<file path="src/hw/rtl/frt_pkg.sv">
package frt_pkg;

  // Expected role of the next byte; the same codes label each output item
  typedef enum logic [3:0] {
    PH_ID_LO   = 4'd0,
    PH_ID_HI   = 4'd1,
    PH_TYPE    = 4'd2,
    PH_NFIELDS = 4'd3,
    PH_ENC     = 4'd4,
    PH_FTYPE   = 4'd5,
    PH_FLEN    = 4'd6,
    PH_VALUE   = 4'd7,
    PH_TRAIL   = 4'd8
  } phase_t;

  // Value kinds
  localparam logic [2:0] VK_NONE        = 3'd0;
  localparam logic [2:0] VK_OEM         = 3'd1;
  localparam logic [2:0] VK_UNSUPPORTED = 3'd7;

  localparam logic [7:0]  TYPE_GENERAL    = 8'd1;
  localparam logic [7:0]  TYPE_OEM        = 8'd254;
  localparam logic [15:0] MIN_RECORD_ROOM = 16'd8;
  localparam logic [7:0]  ENC_FIRST_KNOWN = 8'd1;
  localparam logic [7:0]  ENC_LAST_KNOWN  = 8'h05;

  // Parser state carried from item to item
  typedef struct packed {
    phase_t      phase;
    logic [7:0]  kind_of_record;
    logic [7:0]  fields_left;
    logic [7:0]  enc_code;
    logic [7:0]  value_bytes_left;
    logic [15:0] record_count;
    logic [7:0]  field_count;
  } state_t;

  // Labels of one classified byte
  typedef struct packed {
    logic [3:0]  byte_role;
    logic [2:0]  value_kind;
    logic [15:0] record_number;
    logic [7:0]  field_number;
    logic        record_done;
    logic        table_truncated;
  } label_t;

  function automatic logic has_fields(input logic [7:0] kind);
    return (kind == TYPE_GENERAL) || (kind == TYPE_OEM);
  endfunction

  // OEM bytes, a known encoding shifted up by one, or unsupported
  function automatic logic [2:0] kind_of_value(input logic [7:0] kind,
                                               input logic [7:0] enc);
    logic [7:0] k;
    k = enc + 8'd1;
    if (kind == TYPE_OEM) begin
      return VK_OEM;
    end else if (enc >= ENC_FIRST_KNOWN && enc <= ENC_LAST_KNOWN) begin
      return k[2:0];
    end else begin
      return VK_UNSUPPORTED;
    end
  endfunction

endpackage

</file>
<file path="src/hw/rtl/frt_step.sv">
module frt_step (
  input  frt_pkg::state_t st,
  input  logic [7:0]      table_byte,
  input  logic [15:0]     bytes_remaining,
  input  logic            table_start,
  output frt_pkg::state_t st_nxt,
  output frt_pkg::label_t label
);
  import frt_pkg::*;

  always_comb begin
    state_t     s;
    logic       last;
    logic       done;
    logic [7:0] fl;
    logic [7:0] vl;

    s    = st;
    last = (bytes_remaining <= 16'd1);
    done = 1'b0;
    fl   = st.fields_left - 8'd1;
    vl   = st.value_bytes_left - 8'd1;

    label.byte_role       = PH_TRAIL;
    label.value_kind      = VK_NONE;
    label.field_number    = 8'd0;
    label.table_truncated = 1'b0;

    // Restart parsing on a new table
    if (table_start) begin
      s.phase        = PH_ID_LO;
      s.record_count = 16'd0;
    end
    label.record_number = s.record_count;

    // Classify the byte and advance the phase
    unique case (s.phase)
      PH_ID_LO: begin
        if (bytes_remaining >= MIN_RECORD_ROOM) begin
          label.byte_role = PH_ID_LO;
          s.field_count   = 8'd0;
          s.phase         = PH_ID_HI;
        end else begin
          label.byte_role = PH_TRAIL;
          s.phase         = PH_TRAIL;
        end
      end
      PH_ID_HI: begin
        label.byte_role = PH_ID_HI;
        s.phase         = PH_TYPE;
      end
      PH_TYPE: begin
        label.byte_role  = PH_TYPE;
        s.kind_of_record = table_byte;
        s.phase          = PH_NFIELDS;
      end
      PH_NFIELDS: begin
        label.byte_role = PH_NFIELDS;
        s.fields_left   = table_byte;
        s.phase         = PH_ENC;
      end
      PH_ENC: begin
        label.byte_role = PH_ENC;
        s.enc_code      = table_byte;
        if (has_fields(s.kind_of_record) && s.fields_left != 8'd0) begin
          s.field_count = 8'd0;
          s.phase       = PH_FTYPE;
        end else begin
          done = 1'b1;
        end
      end
      PH_FTYPE: begin
        label.byte_role    = PH_FTYPE;
        label.field_number = s.field_count;
        s.phase            = PH_FLEN;
      end
      PH_FLEN: begin
        label.byte_role    = PH_FLEN;
        label.field_number = s.field_count;
        s.value_bytes_left = table_byte;
        if (table_byte == 8'd0) begin
          // Empty field closes at once
          s.fields_left = fl;
          if (fl == 8'd0) begin
            done = 1'b1;
          end else begin
            s.field_count = s.field_count + 8'd1;
            s.phase       = PH_FTYPE;
          end
        end else begin
          s.phase = PH_VALUE;
        end
      end
      PH_VALUE: begin
        label.byte_role    = PH_VALUE;
        label.field_number = s.field_count;
        label.value_kind   = kind_of_value(s.kind_of_record, s.enc_code);
        s.value_bytes_left = vl;
        if (vl == 8'd0) begin
          s.fields_left = fl;
          if (fl == 8'd0) begin
            done = 1'b1;
          end else begin
            s.field_count = s.field_count + 8'd1;
            s.phase       = PH_FTYPE;
          end
        end
      end
      default: begin
        label.byte_role = PH_TRAIL;
        s.phase         = PH_TRAIL;
      end
    endcase

    // Close the record, saturating the count
    if (done) begin
      s.phase       = PH_ID_LO;
      s.field_count = 8'd0;
      if (s.record_count != 16'hFFFF) begin
        s.record_count = s.record_count + 16'd1;
      end
    end

    // Flag an unfinished record and rearm for the next table
    if (last) begin
      label.table_truncated = (s.phase != PH_ID_LO) && (s.phase != PH_TRAIL);
      s.phase        = PH_ID_LO;
      s.record_count = 16'd0;
      s.field_count  = 8'd0;
    end

    label.record_done = done;
    st_nxt            = s;
  end

endmodule

</file>
<file path="src/hw/rtl/fru_record_table_parser.sv">
// FRU record table parser: labels each table byte with its role (set id, type,
// field count, encoding, field type, field length, value or trailing), the kind
// of a value byte, the record and field numbers, and flags record completion and
// a table that ends inside a record. Bytes pass through an input register, one
// step of parser logic and an output register; the parser state updates once per
// byte, so one byte is accepted every clock cycle while the output register is not
// held full by a low out_tready. The input side keeps accepting while a result
// waits in the output register as long as the input register is free.
module fru_record_table_parser (
  input  logic        clk,
  input  logic        rst_n,
  input  logic        in_tvalid,
  output logic        in_tready,
  input  logic [23:0] in_tdata,   // [7:0] table_byte, [23:8] bytes_remaining
  input  logic [0:0]  in_tuser,   // [0] table_start
  output logic        out_tvalid,
  input  logic        out_tready,
  output logic [39:0] out_tdata,  // [3:0] byte_role, [6:4] value_kind,
                                  // [22:7] record_number, [30:23] field_number,
                                  // [38:31] byte_out, [39] zero
  output logic [1:0]  out_tuser   // [0] record_done, [1] table_truncated
);
  import frt_pkg::*;

  logic        in_v_r;
  logic [7:0]  in_byte_r;
  logic [15:0] in_rem_r;
  logic        in_start_r;
  state_t      st_r;
  state_t      st_nxt;
  label_t      label;
  logic        out_v_r;
  label_t      out_label_r;
  logic [7:0]  out_byte_r;
  logic        advance;

  // Output register frees when empty or taken
  assign advance   = !out_v_r || out_tready;
  assign in_tready = !in_v_r || advance;

  frt_step u_step (
    .st              (st_r),
    .table_byte      (in_byte_r),
    .bytes_remaining (in_rem_r),
    .table_start     (in_start_r),
    .st_nxt          (st_nxt),
    .label           (label)
  );

  // Hold valid bits and parser state
  always_ff @(posedge clk) begin
    if (!rst_n) begin
      in_v_r  <= 1'b0;
      out_v_r <= 1'b0;
      st_r    <= '{phase: PH_ID_LO, record_count: 16'd0, default: 8'd0};
    end else begin
      if (in_tready) begin
        in_v_r <= in_tvalid;
      end
      if (advance) begin
        out_v_r <= in_v_r;
        if (in_v_r) begin
          st_r <= st_nxt;
        end
      end
    end
  end

  // Capture payloads
  always_ff @(posedge clk) begin
    if (in_tready && in_tvalid) begin
      in_byte_r  <= in_tdata[7:0];
      in_rem_r   <= in_tdata[23:8];
      in_start_r <= in_tuser[0];
    end
    if (advance && in_v_r) begin
      out_label_r <= label;
      out_byte_r  <= in_byte_r;
    end
  end

  assign out_tvalid = out_v_r;
  assign out_tdata  = {1'b0, out_byte_r, out_label_r.field_number,
                       out_label_r.record_number, out_label_r.value_kind,
                       out_label_r.byte_role};
  assign out_tuser  = {out_label_r.table_truncated, out_label_r.record_done};

endmodule
</file>
<file path="config.mk">
export PLATFORM = sky130hd
export DESIGN_NAME = fru_record_table_parser
export DESIGN_NICKNAME = d
export VERILOG_FILES = /design/src/hw/rtl/frt_pkg.sv /design/src/hw/rtl/frt_step.sv /design/src/hw/rtl/fru_record_table_parser.sv
export SDC_FILE = /design/constraint.sdc
export NUM_CORES = 1
export LEC_CHECK = 0
export BUFFER_PORTS_ARGS = -buffer_cell sky130_fd_sc_hd__buf_4
export CAP_MARGIN = 40
export CORE_UTILIZATION = 39
export DETAILED_ROUTE_END_ITERATION = 8
export PLACE_DENSITY = 0.66
export SYNTH_ARGS = -nofsm -noshare
export SYNTH_HDL_FRONTEND = slang
export SYNTH_HIERARCHICAL = 1
export SYNTH_SLANG_ARGS = --single-unit
</file>
<file path="constraint.sdc">
create_clock -name clk -period 8.45 [get_ports clk]
set_clock_uncertainty 0.2 [all_clocks]
set_input_delay 0 -clock clk [delete_from_list [all_inputs] [get_ports clk]]
set_output_delay 0 -clock clk [all_outputs]
set_load 0.03 [all_outputs]
</file>
==> results of run 1 <==
[sequential cells by signal, indices dropped and copies added, names as in the netlist]
signal and flops:
in_byte_r 8, in_start_r 1, st_r 60, in_v_r 1, out_tvalid 1, out_tdata 31
in_rem_r 15, out_byte_r 8, out_tuser 2
[final timing paths]
kind                                                to  slack (ns)                  start
worst min register to register   st_r[20]$_SDFFE_PN0P_        0.27  st_r[20]$_SDFFE_PN0P_
worst max register to register   st_r[17]$_SDFFE_PN0P_        5.12   in_start_r$_DFFE_PP_
worst max-delay path             st_r[17]$_SDFFE_PN0P_        5.12   in_start_r$_DFFE_PP_
worst min-delay path            in_rem_r[10]$_DFFE_PP_        0.09           in_tdata[18]
[layer usage]
layer	part of all wire	routed length, µm	GRT usage
met4	0.012	183	0.0618
met5	0	0	0
met3	0.044	656	0.0423
met2	0.48	7180	0.286
met1	0.46	6820	0.215
[worst register-to-register path, cell delays in order, from the launching register on]
cell       delay (ns)
edfxtp_1         0.38
buf_4            0.25
or3b_1           0.56
nor3b_4          0.48
and2_2           0.30
o2111ai_1        0.22
and2_1           0.25
nor3_1           0.21
mux2i_1          0.21
nand2_1          0.07
mux2i_1          0.14
[layout by cell type, fill, tap and decap left out, types with 3 or more instances in the layout]
cell type,n
a21oi_1,19
a221o_1,3
a22oi_1,5
a31oi_1,6
and2_1,10
and3_1,7
buf_4,75
clkbuf_1,7
clkbuf_16,17
dfxtp_1,62
dlygate4sd3_1,28
edfxtp_1,65
ha_1,9
inv_1,20
mux2_2,8
mux2i_1,63
nand2_1,185
nand2b_1,7
nand3_1,13
nand4_1,6
nor2_1,50
nor2b_1,21
nor3_1,17
nor4_1,6
o211ai_1,8
o21ai_0,24
o21ai_1,6
o31ai_1,3
or2_2,3
or3_1,5
or4_1,9
xnor2_1,4
xor2_1,4
[cell type report]
type                    count  area (µm²)
clock buffers              26         479
multi-input cells         544        3260
well taps                 220         275
flip-flops and latches    127        3190
fillers                  1605        8530
repair buffers            107         925
clock inverters             6        85.1
inverters                  20        75.1
[power by group through the flow]
| stage | logic [µW] | clock network [µW] | registers [µW] |
|---|---|---|---|
| CTS | 102 | 719 | 677 |
| global route | 109 | 746 | 679 |
| detailed placement | 92.0 | 0 | 690 |
| floorplan | 48.3 | 0 | 704 |
| global placement | 87.3 | 0 | 690 |
| finish | 102 | 703 | 677 |
[stage by stage]
stage	utilization	worst slack [ns]
floorplan	-	5.24
global placement	0.438	5.07
detailed placement	0.443	5.17
CTS	0.493	5.14
global route	0.493	4.92
finish	0.493	5.12
==> summary.md, run 1 <==
| Metric | Value |
|---|---|
| Status | completed |
| # setup viols final | 0 |
| Depth of the CTS H-tree | 4 |
| Max stage delay on crit path | about 0.55 ns |
| Per-instance average area after synthesis | slightly above 9 µm² |
| Vias in the first global route | around 4,900 |
| Initial antenna violation count | 0 |
| CTS tree | yes |
| Slowest CP cell | or3b_1 |
| CP bufs+invs | 1 |
| Clk network pwr share | 0.475 |
| WP data required | about 8.6 ns |
| Max_cap viols | 0 |
| Gr usage total | 0.171 |
| Unrepaired setup endpoints after global routing | no |
| Startpoint types | flop |
| Overflow left after global routing | 0 |
| CP Capture Type | flop |
| Num rows | 47 |
| Pin count of the biggest net entering global routing | 75 |
| Clock latency at the later pin of the worst-skew pair | 0.42 ns |
| Crit Path Class | reg -> reg |
| CP Data Arrival Time | 3.48 ns |
| Final Hold Vio Count | 0 |
| Max transition margin | 0.540 |
| P_sw | roughly 320 µW |
| CTS max path bufs | 2 |
| Mapped Cells | 730 |
| Hold Path Class | in -> reg |
| Setup TNS | 0 ns |
| Final Cell Area | 8290 µm² |
| Routed WL | about 15 mm |
| WL/cell | between 10 and 15 µm |
| Routed Antenna Nets | 0 |
| Dpl cell area | 7450 µm² |
| WHS | roughly 0.089 ns |
| CTS hold repair buffers | 28 |
| F_max | 0.300 GHz |
| Nets | between 800 and 900 |
| Ports | 73 |
| Drt first-iter violations | approximately 380 |
| Starting Density | 0.405 |
| Top delay family on crit path | simple AND/OR/NAND/NOR gates |
| Drc violations | 0 |
| First-pass GRT wire length | about 24 mm |
| Routability congestion estimate | around 0.83 |
| CTS root buf | clkbuf_16 |
| Drt via density | around 5.2 |
| Die width | ~130 µm |
| Peak supply drop | 0.000146 V |
| Placed cell count | slightly below 1,000 |
| Syn_nets | ~770 |
| P per Cell Area | 179 nW/µm² |
| Share of post-route cells with drive strength above 1 | 0.152 |
| Die Height | between 100 and 150 µm |
| Vias | between 5,000 and 6,000 |
| Switching Share | 0.218 |
| Drt first pass iters | 7 |
| Sequential power share | 0.457 |
| IO Port Bufs | 70 |
| Final Slew Violations | 0 |
| Critical Path Stages | 10 |
| LEAKAGE | approximately 0.003 µW |
| Hpwl dp | roughly 9.6 mm |
| Layout area overhead | 21.7% |
| Most used cell, CP | mux2i_1 |
| Crit path cell chain | buf_4 -> or3b_1 -> nor3b_4 -> and2_2 -> o2111ai_1 -> and2_1 -> nor3_1 -> mux2i_1 -> nand2_1 -> mux2i_1 |
| Worst Tran Pin Value | 0.689 ns |
| Comb pwr share | 0.069 |
| Clock Pin Slew Worst Setup and Hold Paths | approximately 0.060 ns |
| Final Total Pwr | between 1000 and 1500 µW |
| Hold depth | 2 |
| Core ar. | roughly 17,000 µm² |
| Min Tclk post-route | between 3 and 4 ns |
| Sink Count | 127 |
| Die area | ~18,000 µm² |
| Synthesized cell area | approximately 7000 µm² |
| Cell internal pwr | about 1200 µW |
| Num CTS Buffers | 17 |
| Worst reg2reg path depth | 10 |
| Period utilization | 0.394 |
| Non-filler cells, final | ~1,100 |
| Inserted Diodes | 0 |
| # resized after CTS | 0 |
| Max FO, Critical Path | 31 |
| Synthesis Warnings | 6 |
| Post-CTS setup buffer count | 0 |
No activity file was read; power rests on OpenSTA's default activity.
==> run 2, diff against run 1 <==
- clock period: 8.45 -> 3.4 ns (I/O delays scaled with it)
==> run 2 against run 1 <==
Combinational power grew to 2.7 times the previous value. Utilization increased by 0.72 points. Cell count rose by 2.1%. Clock power rose by 140%. Global-route usage is 0.71 points higher. First-iteration DRC count decreased by 3.4%. Non-clock buffer count is 22 higher. Die area did not move. Routed wire length up 2.9%. Critical path type unchanged. Critical endpoint unchanged. Largest cell class unchanged. Largest power group unchanged.
==> summary.md, run 2 (synthesis gave the netlist of run 1 again) <==
| Metric | Value |
|---|---|
| Status | completed |
| Unrepaired setup endpoints after global routing | no |
| Clock latency at the later pin of the worst-skew pair | between 0.4 and 0.5 ns |
| WL/cell | 14.2 µm |
| Layout area overhead | 23.4% |
| Routed Antenna Nets | 0 |
| Share of post-route cells with drive strength above 1 | 0.181 |
| P per Cell Area | approximately 430 nW/µm² |
| Endpoint, Worst Hold | in_rem_r[10]$_DFFE_PP_ |
| Clk network pwr share | 0.465 |
| CTS root buf | clkbuf_16 |
| Initial antenna violation count | 0 |
| Max_cap viols | 0 |
| Most used cell, CP | mux2i_1 |
| Vias in the first global route | ~5,100 |
| Drt first pass iters | 5 |
| Hold depth | 2 |
| Worst setup path start | st_r[25]$_SDFFE_PN0P_ |
| Die Height | about 130 µm |
| Hold Crit Start | in_tdata[18] |
| Routability congestion estimate | 0.839 |
| Final Hold Vio Count | 0 |
| P_sw | approximately 840 µW |
| First-pass GRT wire length | approximately 25 mm |
| CP Data Arrival Time | ~3.3 ns |
| Peak supply drop | approximately 0.00036 V |
| Vias | around 5,500 |
| CP bufs+invs | 1 |
| Crit Path Class | reg -> reg |
| CP Capture Type | flop |
| Hpwl dp | between 9 and 10 mm |
| Cell internal pwr | approximately 2800 µW |
| WHS | about 0.086 ns |
| Sequential power share | 0.460 |
| Overflow left after global routing | 0 |
| Number of fill cells in the layout | roughly 1,600 |
| Most common cell after layout, fill and taps aside | nand2_1 |
| Die area | 18,000 µm² |
| R2R setup slack | between 0.2 and 0.25 ns |
| Startpoint types | flop |
| Inserted Diodes | 0 |
| Clock Pin Slew Worst Setup and Hold Paths | around 0.060 ns |
| Core Util, Final | 0.500 |
| Max FO, Critical Path | 8 |
| IO Port Bufs | 70 |
| Drt via density | between 5 and 6 |
| Sink Count | around 130 |
| Starting Density | 0.405 |
| Slowest CP cell | or4bb_1 |
| Hold Path Class | in -> reg |
| Period utilization | 0.930 |
| Die width | roughly 130 µm |
| Num CTS Buffers | 17 |
| F_max | approximately 0.32 GHz |
| Gr usage total | 0.178 |
| Setup TNS | 0 ns |
| # setup viols final | 0 |
| Comb pwr share | 0.076 |
| CTS tree | yes |
| Biggest register | st_r |
| Max FFs per register | 60 |
| Switching Share | 0.232 |
| WP data required | 3.55 ns |
| Worst Tran Pin Value | 0.670 ns |
| Num rows | between 40 and 50 |
| Dpl cell area | between 7000 and 8000 µm² |
| Ports | 73 |
| Final Cell Area | ~8400 µm² |
| RR Startpoint | st_r[25]$_SDFFE_PN0P_ |
| Crit path cell chain | inv_1 -> ha_2 -> or4bb_1 -> a221oi_1 -> o2111a_2 -> o2111ai_1 -> and2_1 -> nor3_1 -> mux2i_1 -> nand2_1 -> mux2i_1 |
| Core ar. | 16,800 µm² |
| Commonest cells after routing, fill and taps aside | 185 x nand2_1, 99 x buf_4, 65 x edfxtp_1 |
| Final Total Pwr | around 3600 µW |
| Nets | 877 |
| CTS max path bufs | 2 |
| Drt first-iter violations | 369 |
| Top delay family on crit path | simple AND/OR/NAND/NOR gates |
| Final Slew Violations | 0 |
| Worst reg2reg path depth | 11 |
| Worst R2R End | st_r[17]$_SDFFE_PN0P_ |
| Min Tclk post-route | 3.16 ns |
| Depth of the CTS H-tree | 4 |
| Routed WL | between 15 and 20 mm |
| Max stage delay on crit path | about 0.42 ns |
| Pin count of the biggest net entering global routing | just over 100 |
| Max transition margin | 0.553 |
| Drc violations | 0 |
| LEAKAGE | ~0.0032 µW |
==> run 2: routing by layer <==
metal | vias to the layer above | share of wire | GRT usage
met1 | 2581 | 0.47 | 0.230
li1 | 2789 | - | -
met2 | 132 | 0.47 | 0.292
met5 | - | 0 | 0
met3 | 23 | 0.041 | 0.0344
met4 | 0 | 0.020 | 0.0749
==> run 2: repair_timing <==
action	in CTS	in global routing
endpoints found under the setup margin	0	8
resized for setup	0	2
setup buffers	0	2
hold endpoints to repair	50	0
hold buffers	28	0
==> run 2: per-stage QoR <==
stage	std cells	worst slack, ns
6_report	1072	0.239
5_1_grt	1072	0.00910
4_1_cts	1070	0.162
3_5_place_dp	1010	0.216
3_3_place_gp	1009	0.265
2_1_floorplan	730	0.189
==> run 2: how the worst max path moves through the flow <==
stage	to	slack, ns	cells past startpoint
3_3_place_gp	st_r[17]$_SDFFE_PN0P_	0.26	10
3_5_place_dp	st_r[17]$_SDFFE_PN0P_	0.22	10
2_1_floorplan	st_r[19]$_SDFFE_PN0P_	0.19	14
6_report	st_r[17]$_SDFFE_PN0P_	0.24	11
4_1_cts	st_r[17]$_SDFFE_PN0P_	0.16	10
5_1_grt	st_r[17]$_SDFFE_PN0P_	0.009	11
==> run 2: cell type report <==
cell class / instances / area (µm²) / area share
clock buffers: 21 / 450 / 0.0535
clock inverters: 11 / 92.6 / 0.0110
inverters: 20 / 75.1 / 0.00892
multi-input cells: 544 / 3270 / 0.388
flip-flops and latches: 127 / 3190 / 0.380
well taps: 220 / 275 / 0.0327
repair buffers: 129 / 1060 / 0.126
==> run 2: power by group through the flow <==
stage | clock [µW] | combinational [µW] | sequential, µW
5_1_grt | 1790 | 292 | 1670
2_1_floorplan | 0 | 120 | 1750
6_report | 1690 | 274 | 1670
4_1_cts | 1710 | 270 | 1670
3_3_place_gp | 0 | 241 | 1700
3_5_place_dp | 0 | 245 | 1700
